--- src/rtl/ll1pe_pkg.sv ---
`timescale 1ns / 1ps
// ----------------------------------------------------------------------------
// ll1pe_pkg
// Shared types, codes and defaults of the LL(1) parse engine.
// ----------------------------------------------------------------------------
package ll1pe_pkg;

   localparam int TABLE_DEPTH_DEF   = 256;
   localparam int STACK_DEPTH_DEF   = 32;
   localparam int NUM_TERMINALS_DEF = 64;

   localparam int INDEX_W  = 8;
   localparam int ACTION_W = 6;
   localparam int TOKEN_W  = 6;
   localparam int FLAGS_W  = 5;
   localparam int MASK_W   = 64;
   localparam int VISIT_W  = 6;
   localparam int LINK_W   = FLAGS_W + 1 + INDEX_W + ACTION_W;

   localparam logic [1:0] FUNC_WRITE   = 2'd0;
   localparam logic [1:0] FUNC_TOKEN   = 2'd1;
   localparam logic [1:0] FUNC_RESTART = 2'd2;

   localparam logic CSR_START_STATE = 1'b0;
   localparam logic CSR_STEP_LIMIT  = 1'b1;

   localparam logic [INDEX_W-1:0] START_STATE_RST = 8'd0;
   localparam logic [VISIT_W-1:0] STEP_LIMIT_RST  = 6'd63;

   localparam int FLAG_ATTR  = 0;
   localparam int FLAG_ERR   = 1;
   localparam int FLAG_END   = 2;
   localparam int FLAG_PUSH  = 3;
   localparam int FLAG_SHIFT = 4;

   typedef enum logic [2:0] {
      KIND_ACTION    = 3'd0,
      KIND_ACCEPTED  = 3'd1,
      KIND_SYNTAX    = 3'd2,
      KIND_OVERFLOW  = 3'd3,
      KIND_UNDERFLOW = 3'd4,
      KIND_LIMIT     = 3'd5
   } kind_type;

   typedef enum logic [1:0] {
      NXT_HOLD,
      NXT_FOLLOW,
      NXT_POP,
      NXT_RETURN
   } next_sel_type;

   typedef struct packed {
      logic [1:0]          func;
      logic [INDEX_W-1:0]  entry_addr;
      logic [FLAGS_W-1:0]  entry_flags;
      logic                entry_has_next;
      logic [INDEX_W-1:0]  entry_next;
      logic [MASK_W-1:0]   entry_terminals;
      logic [ACTION_W-1:0] entry_action;
      logic [TOKEN_W-1:0]  token;
   } req_word_type;

   typedef struct packed {
      kind_type            kind;
      logic [ACTION_W-1:0] action_id;
      logic [INDEX_W-1:0]  state_index;
      logic                last;
   } rsp_word_type;

   typedef struct packed {
      logic         load_entry;
      logic         restart;
      logic         start;
      logic         visit;
      logic         post;
      kind_type     post_kind;
      logic         alt;
      next_sel_type next_sel;
      logic         push;
      logic         pop_load;
      logic         commit;
      logic         flush;
   } cmd_type;

   typedef struct packed {
      logic [FLAGS_W-1:0] flags;
      logic               has_next;
      logic               accepts;
      logic               step_hit;
      logic               stack_full;
      logic               stack_empty;
      logic               pend_valid;
      logic               slot_free;
   } status_type;

endpackage

--- src/rtl/ll1pe_ctrl.sv ---
`timescale 1ns / 1ps
// ----------------------------------------------------------------------------
// ll1pe_ctrl
// Sequencer of the parse engine: accepts words, walks table entries and
// orders result delivery through the datapath.
// ----------------------------------------------------------------------------
module ll1pe_ctrl (
   input  logic                 clock,
   input  logic                 reset,
   input  logic                 req_valid,
   input  logic [1:0]           req_func,
   output logic                 req_stall,
   input  ll1pe_pkg::status_type status,
   output ll1pe_pkg::cmd_type    cmd
);

   typedef enum logic [2:0] {
      ST_IDLE,
      ST_VISIT,
      ST_READ,
      ST_POP,
      ST_FLUSH
   } state_type;

   state_type state_ff, state_in;
   logic      attr_done_ff, attr_done_in;
   logic      blocked;
   logic      is_attr;

   assign blocked   = status.pend_valid && !status.slot_free;
   assign is_attr   = status.flags[ll1pe_pkg::FLAG_ATTR];
   assign req_stall = (state_ff != ST_IDLE);

   always_comb begin
      cmd          = '0;
      cmd.post_kind = ll1pe_pkg::KIND_ACTION;
      cmd.next_sel = ll1pe_pkg::NXT_HOLD;
      state_in     = state_ff;
      attr_done_in = attr_done_ff;
      case (state_ff)
         ST_IDLE: begin
            if (req_valid) begin
               case (req_func)
                  ll1pe_pkg::FUNC_WRITE: begin
                     cmd.load_entry = 1'b1;
                  end
                  ll1pe_pkg::FUNC_TOKEN: begin
                     cmd.start = 1'b1;
                     state_in  = ST_VISIT;
                  end
                  ll1pe_pkg::FUNC_RESTART: begin
                     cmd.restart = 1'b1;
                  end
                  default: ;
               endcase
            end
         end
         ST_VISIT: begin
            if (status.step_hit) begin
               if (!blocked) begin
                  cmd.post      = 1'b1;
                  cmd.post_kind = ll1pe_pkg::KIND_LIMIT;
                  cmd.restart   = 1'b1;
                  state_in      = ST_FLUSH;
               end
            end else begin
               cmd.visit = 1'b1;
               state_in  = ST_READ;
            end
         end
         ST_READ: begin
            if (is_attr && !attr_done_ff) begin
               if (!blocked) begin
                  cmd.post      = 1'b1;
                  cmd.post_kind = ll1pe_pkg::KIND_ACTION;
                  attr_done_in  = 1'b1;
               end
            end else if (!is_attr && !status.accepts) begin
               if (status.flags[ll1pe_pkg::FLAG_ERR]) begin
                  if (!blocked) begin
                     cmd.post      = 1'b1;
                     cmd.post_kind = ll1pe_pkg::KIND_SYNTAX;
                     cmd.restart   = 1'b1;
                     state_in      = ST_FLUSH;
                  end
               end else begin
                  cmd.alt  = 1'b1;
                  state_in = ST_VISIT;
               end
            end else if (status.flags[ll1pe_pkg::FLAG_END]) begin
               if (!blocked) begin
                  cmd.post      = 1'b1;
                  cmd.post_kind = ll1pe_pkg::KIND_ACCEPTED;
                  cmd.restart   = 1'b1;
                  attr_done_in  = 1'b0;
                  state_in      = ST_FLUSH;
               end
            end else if (status.flags[ll1pe_pkg::FLAG_PUSH] && status.stack_full) begin
               if (!blocked) begin
                  cmd.post      = 1'b1;
                  cmd.post_kind = ll1pe_pkg::KIND_OVERFLOW;
                  cmd.restart   = 1'b1;
                  attr_done_in  = 1'b0;
                  state_in      = ST_FLUSH;
               end
            end else if (status.has_next || status.flags[ll1pe_pkg::FLAG_PUSH]) begin
               cmd.push     = status.has_next && status.flags[ll1pe_pkg::FLAG_PUSH];
               cmd.next_sel = status.has_next ? ll1pe_pkg::NXT_FOLLOW
                                              : ll1pe_pkg::NXT_RETURN;
               attr_done_in = 1'b0;
               if (status.flags[ll1pe_pkg::FLAG_SHIFT]) begin
                  cmd.commit = 1'b1;
                  state_in   = ST_FLUSH;
               end else begin
                  state_in = ST_VISIT;
               end
            end else if (status.stack_empty) begin
               if (!blocked) begin
                  cmd.post      = 1'b1;
                  cmd.post_kind = ll1pe_pkg::KIND_UNDERFLOW;
                  cmd.restart   = 1'b1;
                  attr_done_in  = 1'b0;
                  state_in      = ST_FLUSH;
               end
            end else begin
               cmd.next_sel = ll1pe_pkg::NXT_POP;
               attr_done_in = 1'b0;
               state_in     = ST_POP;
            end
         end
         ST_POP: begin
            cmd.pop_load = 1'b1;
            if (status.flags[ll1pe_pkg::FLAG_SHIFT]) begin
               cmd.commit = 1'b1;
               state_in   = ST_FLUSH;
            end else begin
               state_in = ST_VISIT;
            end
         end
         ST_FLUSH: begin
            if (!blocked) begin
               cmd.flush = 1'b1;
               state_in  = ST_IDLE;
            end
         end
         default: begin
            state_in = ST_IDLE;
         end
      endcase
   end

   always_ff @(posedge clock) begin
      if (reset) begin
         state_ff     <= ST_IDLE;
         attr_done_ff <= 1'b0;
      end else begin
         state_ff     <= state_in;
         attr_done_ff <= attr_done_in;
      end
   end

endmodule

--- config.mk ---
export PLATFORM = sky130hd
export DESIGN_NAME = ll1pe_ctrl
export DESIGN_NICKNAME = d
export VERILOG_FILES = /design/src/rtl/ll1pe_pkg.sv /design/src/rtl/ll1pe_ctrl.sv
export SDC_FILE = /design/constraint.sdc
export NUM_CORES = 1
export LEC_CHECK = 0
export BUFFER_PORTS_ARGS = -buffer_cell sky130_fd_sc_hd__buf_2
export CAP_MARGIN = 20
export CORE_MARGIN = 2
export CORE_UTILIZATION = 43
export CTS_BUF_LIST = sky130_fd_sc_hd__clkbuf_8 sky130_fd_sc_hd__clkbuf_16
export DETAILED_ROUTE_END_ITERATION = 6
export MAX_ROUTING_LAYER = met4
export PLACE_DENSITY = 0.85
export SYNTH_ARGS = -nofsm -noshare
export SYNTH_HDL_FRONTEND = slang
export SYNTH_SLANG_ARGS = --single-unit
--- constraint.sdc ---
create_clock -name clock -period 1.7 [get_ports clock]
set_input_delay 0.085 -clock clock [delete_from_list [all_inputs] [get_ports clock]]
set_output_delay 0.085 -clock clock [all_outputs]
set_load 0.005 [all_outputs]
== Word-level counts from Yosys, hierarchy flattened ==
Cells that the tools add are included.

* Bits in registers: 4
* Input bits: 17
* Output and inout port bits: 16
* Word-level logic and storage cells: 104

* Eq/ne operators: 12
* Multiplexer cells: 75
* Reduce and logical (&&, ||, !) cells: 15

{| class="wikitable"
|+ Operators with widths
! cell !! count
|-
| 4-bit 2-to-1 mux || 16
|-
| 3-bit 2-to-1 mux || 17
|-
| 1-bit 2-to-1 mux || 35
|-
| 3-bit one-hot mux with 5 select lines || 1
|-
| 2-bit != test (second input constant) || 5
|-
| 4-bit one-hot mux with 2 select lines || 1
|-
| 3-bit by 2-bit equality test with 1-bit output (second input constant) || 2
|-
| 2-bit 2-to-1 mux || 3
|-
| 1-bit logical AND || 5
|-
| 1-bit zero test || 4
|-
| 4-bit AND reduction || 1
|-
| 3-bit by 1-bit equality test with 1-bit output (second input constant) || 1
|-
| 3-bit equality test (second input constant) || 1
|-
| 3-bit zero test || 1
|-
| 1-bit one-hot mux with 3 select lines || 1
|-
| 3-bit AND reduction || 1
|-
| 3-bit nonzero test || 1
|-
| 2-bit by 1-bit equality test with 1-bit output (second input constant) || 1
|-
| 2-bit equality test (second input constant) || 1
|-
| 2-bit zero test || 1
|-
| 2-bit by 1-bit != test with 1-bit output (second input constant) || 1
|-
| 1-bit one-hot mux with 2 select lines || 1
|-
| 1-bit logical OR || 1
|}

== Depth between registers and ports, before layout ==
* Depth after elaboration: 10
* Mapped depth: 6
* Gate-level depth less buffers: 4

== Least setup slack after synthesis ==
No wires, ideal clock.

* Path type: reg2out
* Start: register state_ff[2]
* End: output cmd[9] (netlist bit)
* Arrival: 1.414 ns
* Required time: 1.615 ns
* Slack: 0.201 ns
* Cell stages (with the launch flop): 7
* Path through: dfxtp_1 buf_6 or3b_4 buf_6 nor3_1 nand3_1 a21oi_1

{| class="wikitable"
|+ RTL lines
! element !! RTL line !! source
|-
| start: declaration || ll1pe_ctrl.sv:25 || <nowiki>state_type state_ff, state_in;</nowiki>
|-
| start signal: assignment || ll1pe_ctrl.sv:157 || <nowiki>state_ff <= state_in;</nowiki>
|-
| end: declaration || ll1pe_ctrl.sv:14 || <nowiki>output ll1pe_pkg::cmd_type cmd</nowiki>
|}

==> metrics.yaml <==
outcome:
  outcome: "complete, but fails checks"
  violations: "negative setup slack"
setup_path:
  r2r-start: "state_ff[0]"
  regToRegEndpoint: "state_ff[2]"
  cp_slowest_cell: "or3b_4"
  critPathCaptureType: "primary output"
  crit_chain: "or3b_4, or3_1, a21oi_2, buf_2"
  criticalPathCategory: "register to primary output"
  critPathMaxStageDelay_ns: 0.46
  cp.required_ns: 1.62
  critPathMaxFanout: 5
  rrSetupSlack_ns: 0.08
  crit_arrival_ns: 1.62
  critPathLaunch: "state_ff[2]"
  worst_r2r_path_depth: 5
  startpoint_type: "register"
min_path:
  min_path_type: "input pin to register"
  min_to: "state_ff[1]"
  hold_depth: 2
  holdCritStartpoint: "reset"
grt:
  grtUsageMet1_pct: 29.1
  met2_usage_pct: 35.6
  grt_pass1_vias: 781
  met3_usage_pct: 2.61
  grt_max_degree: 12
  busiest_layer: "met2"
  gr-usage-all-layers_pct: 23.5
  grt_overflow: 0
  grt_first_pass_wirelength_um: 3220
  grt_antenna_before_repair: 0
clock_network:
  cts_root_buffer: "clkbuf_8"
  cts_buffers: 3
  htree_num_levels: 1
  cts_sinks: 4
  clk_pin_slew_ns: 0.03
  cts_max_path_buffers: 2
  cts_tree: "done"
  clock_latency_ns: 0.21
power:
  p_sw_mw: 0.133
  total_power_mw: 0.450
  power_density_nw_per_um2: 513
  combPwrFrac_pct: 34.0
  seq_power_share_pct: 22.5
  intPower_mw: 0.316
  ir_worst_vdd_mv: 0.389
  p_leak_nw: 0.400
  sw_frac_of_total_pct: 29.7
  p_clk_share_pct: 43.5
place:
  globalplace.congestion: 0.891
  hpwlAfterDp_um: 1440
  dpl_cell_area_um2: 779
  port_buffers: 32
floorplanning:
  start_util_pct: 46.4
  die_h_um: 41.7
  boundaryPins: 33
  die_x_um: 41.7
  dieArea_um2: 1740
  core_area_um2: 1320
  row_count: 13
sta:
  finalHoldViolCount: 0
  tightest_slew_ns: 0.600
  max_freq_mhz: 586
  holdWs_ns: 0.0908
  setup_viol: 1
  worst_slack_ns: -0.00790
  rsz0062_at_grt: "yes"
  slew_headroom_pct: 58.9
  finalCritPeriodShare_pct: 100
  slew_viol_final: 0
  period_needed_ns: 1.71
  finClkSkew_ns: 0.00100
  fin_setup_tns_ns: -0.00790
cells_and_area:
  drive_gt1_share_pct: 45.5
  fill_cells: 137
  area_growth_pct: 43.4
  fin_area_um2: 877
  final_nets: 142
  seq_area_um2: 82.6
  diodes: 0
  multi_input_area_um2: 510
drt:
  vias: 849
  post_drt_wl_per_cell_um: 14.3
  final_antenna_net_count: 0
  drc: 0
  drt_wl_total_um: 1980
  initialDrtViolationCount: 41
  dr.pass1.iters: 4
  via_per_inst: 6.15
logic_synthesis:
  synthCells: 85
  ys_warn_count: 0
  yosys.cell_types.count: 39
  synth_area_per_cell_um2: 7.20
  synth_edf_count: 0
  ys_ff_latch: 4
  synth_top_area_share_pct: 13.1
  syn-num-nets: 102
  yosysSeqAreaShare_pct: 13.1
  async_flop_share_pct: 0
  synthTopCellsByArea: "dfxtp_1, a21oi_1, buf_6"
  synthMostInstantiatedCell: "nor2_1"
  synth_commonest_cells: "nor2_1, a21oi_1, nor3_1"
  yosys_most_used_dff: "dfxtp_1"
  yosysTopAreaCell: "dfxtp_1"
  synth_area_um2: 612
flow_run:
  cap_violations: 0
timing repair:
action | CTS | global route
setup buffers | 2 | 0
setup endpoints to repair | 2 | 5
resized for setup | 0 | 9
pin swaps | 1 | 5
hold buffers | 0 | 0
gates cloned | 1 | 0
sequential cells by signal (all words and copies together), names as in the netlist:
register,count
state_ff,3
attr_done_ff,1
critical path, delay by kind of cell, from the launching register on:
kind,cells,cell delay (ns)
DFF,1,0.31
AOI/OAI and AO/OA,1,0.12
buffers and inverters,1,0.12
and+or+nand+nor,2,0.86
worst max-delay path by stage:
| stage | endpoint | cells past startpoint |
|---|---|---|
| after detailed placement | state_ff[0] | 4 |
| after global routing | cmd[7] | 4 |
| after global placement | cmd[7] | 4 |
| after CTS | cmd[7] | 4 |
| after floorplan | cmd[9] | 6 |
| final | cmd[7] | 4 |
area by class of cell:
type / instances / share of cell area (%)
multi-input combinational: 74 / 58.2
timing repair buffer: 39 / 24.3
sequential: 4 / 9.42
clock buffer: 3 / 4.71
inverter: 3 / 1.28
tap: 15 / 2.14
cells in the final DEF, fill, tap and decap left out, types with 2 or more instances in the layout:
cell type,count
a211oi_1,2
a21oi_1,8
a31oi_1,2
and3_1,2
buf_2,32
buf_4,7
clkbuf_8,3
dfxtp_1,2
dfxtp_2,2
inv_1,3
mux2i_1,2
nand2_1,2
nand2b_1,2
nand3_1,3
nand3b_1,2
nor2_1,10
nor2b_1,2
nor3_1,5
nor3b_1,2
nor4_1,4
or3b_2,2
through the flow:
stage | setup slack, ns | utilization (%) | instances
after floorplan | 0.201 | - | 85
after global placement | 0.231 | 59.2 | 132
after detailed placement | 0.168 | 59.2 | 132
after CTS | 0.00390 | 64.1 | 138
after global routing | -0.0689 | 66.6 | 138
final | -0.00790 | 66.6 | 138
layer usage:
| layer | part of all wire (%) | vias to the layer above |
|---|---|---|
| li1 | - | 410 |
| met3 | 7.5 | 7 |
| met4 | 1.6 | 0 |
| met5 | 0 | - |
| met1 | 42 | 388 |
| met2 | 48 | 44 |
cells by family after synthesis:
family | count (synthesis) | synth area share, %
multiplexers | 2 | 3.27
AO/OA/AOI/OAI | 26 | 29.4
flip-flops | 4 | 13.1
buffers and inverters | 8 | 9.81
AND/OR/NAND/NOR | 45 | 44.4
power groups by stage:
stage / sequential (mW) / combinational [mW] / clock [mW]
after floorplan: 0.101 / 0.0840 / 0
after global placement: 0.101 / 0.136 / 0
after detailed placement: 0.101 / 0.139 / 0
after CTS: 0.101 / 0.142 / 0.204
after global routing: 0.101 / 0.167 / 0.210
final: 0.101 / 0.153 / 0.195
(Power assumes the default switching activity.)
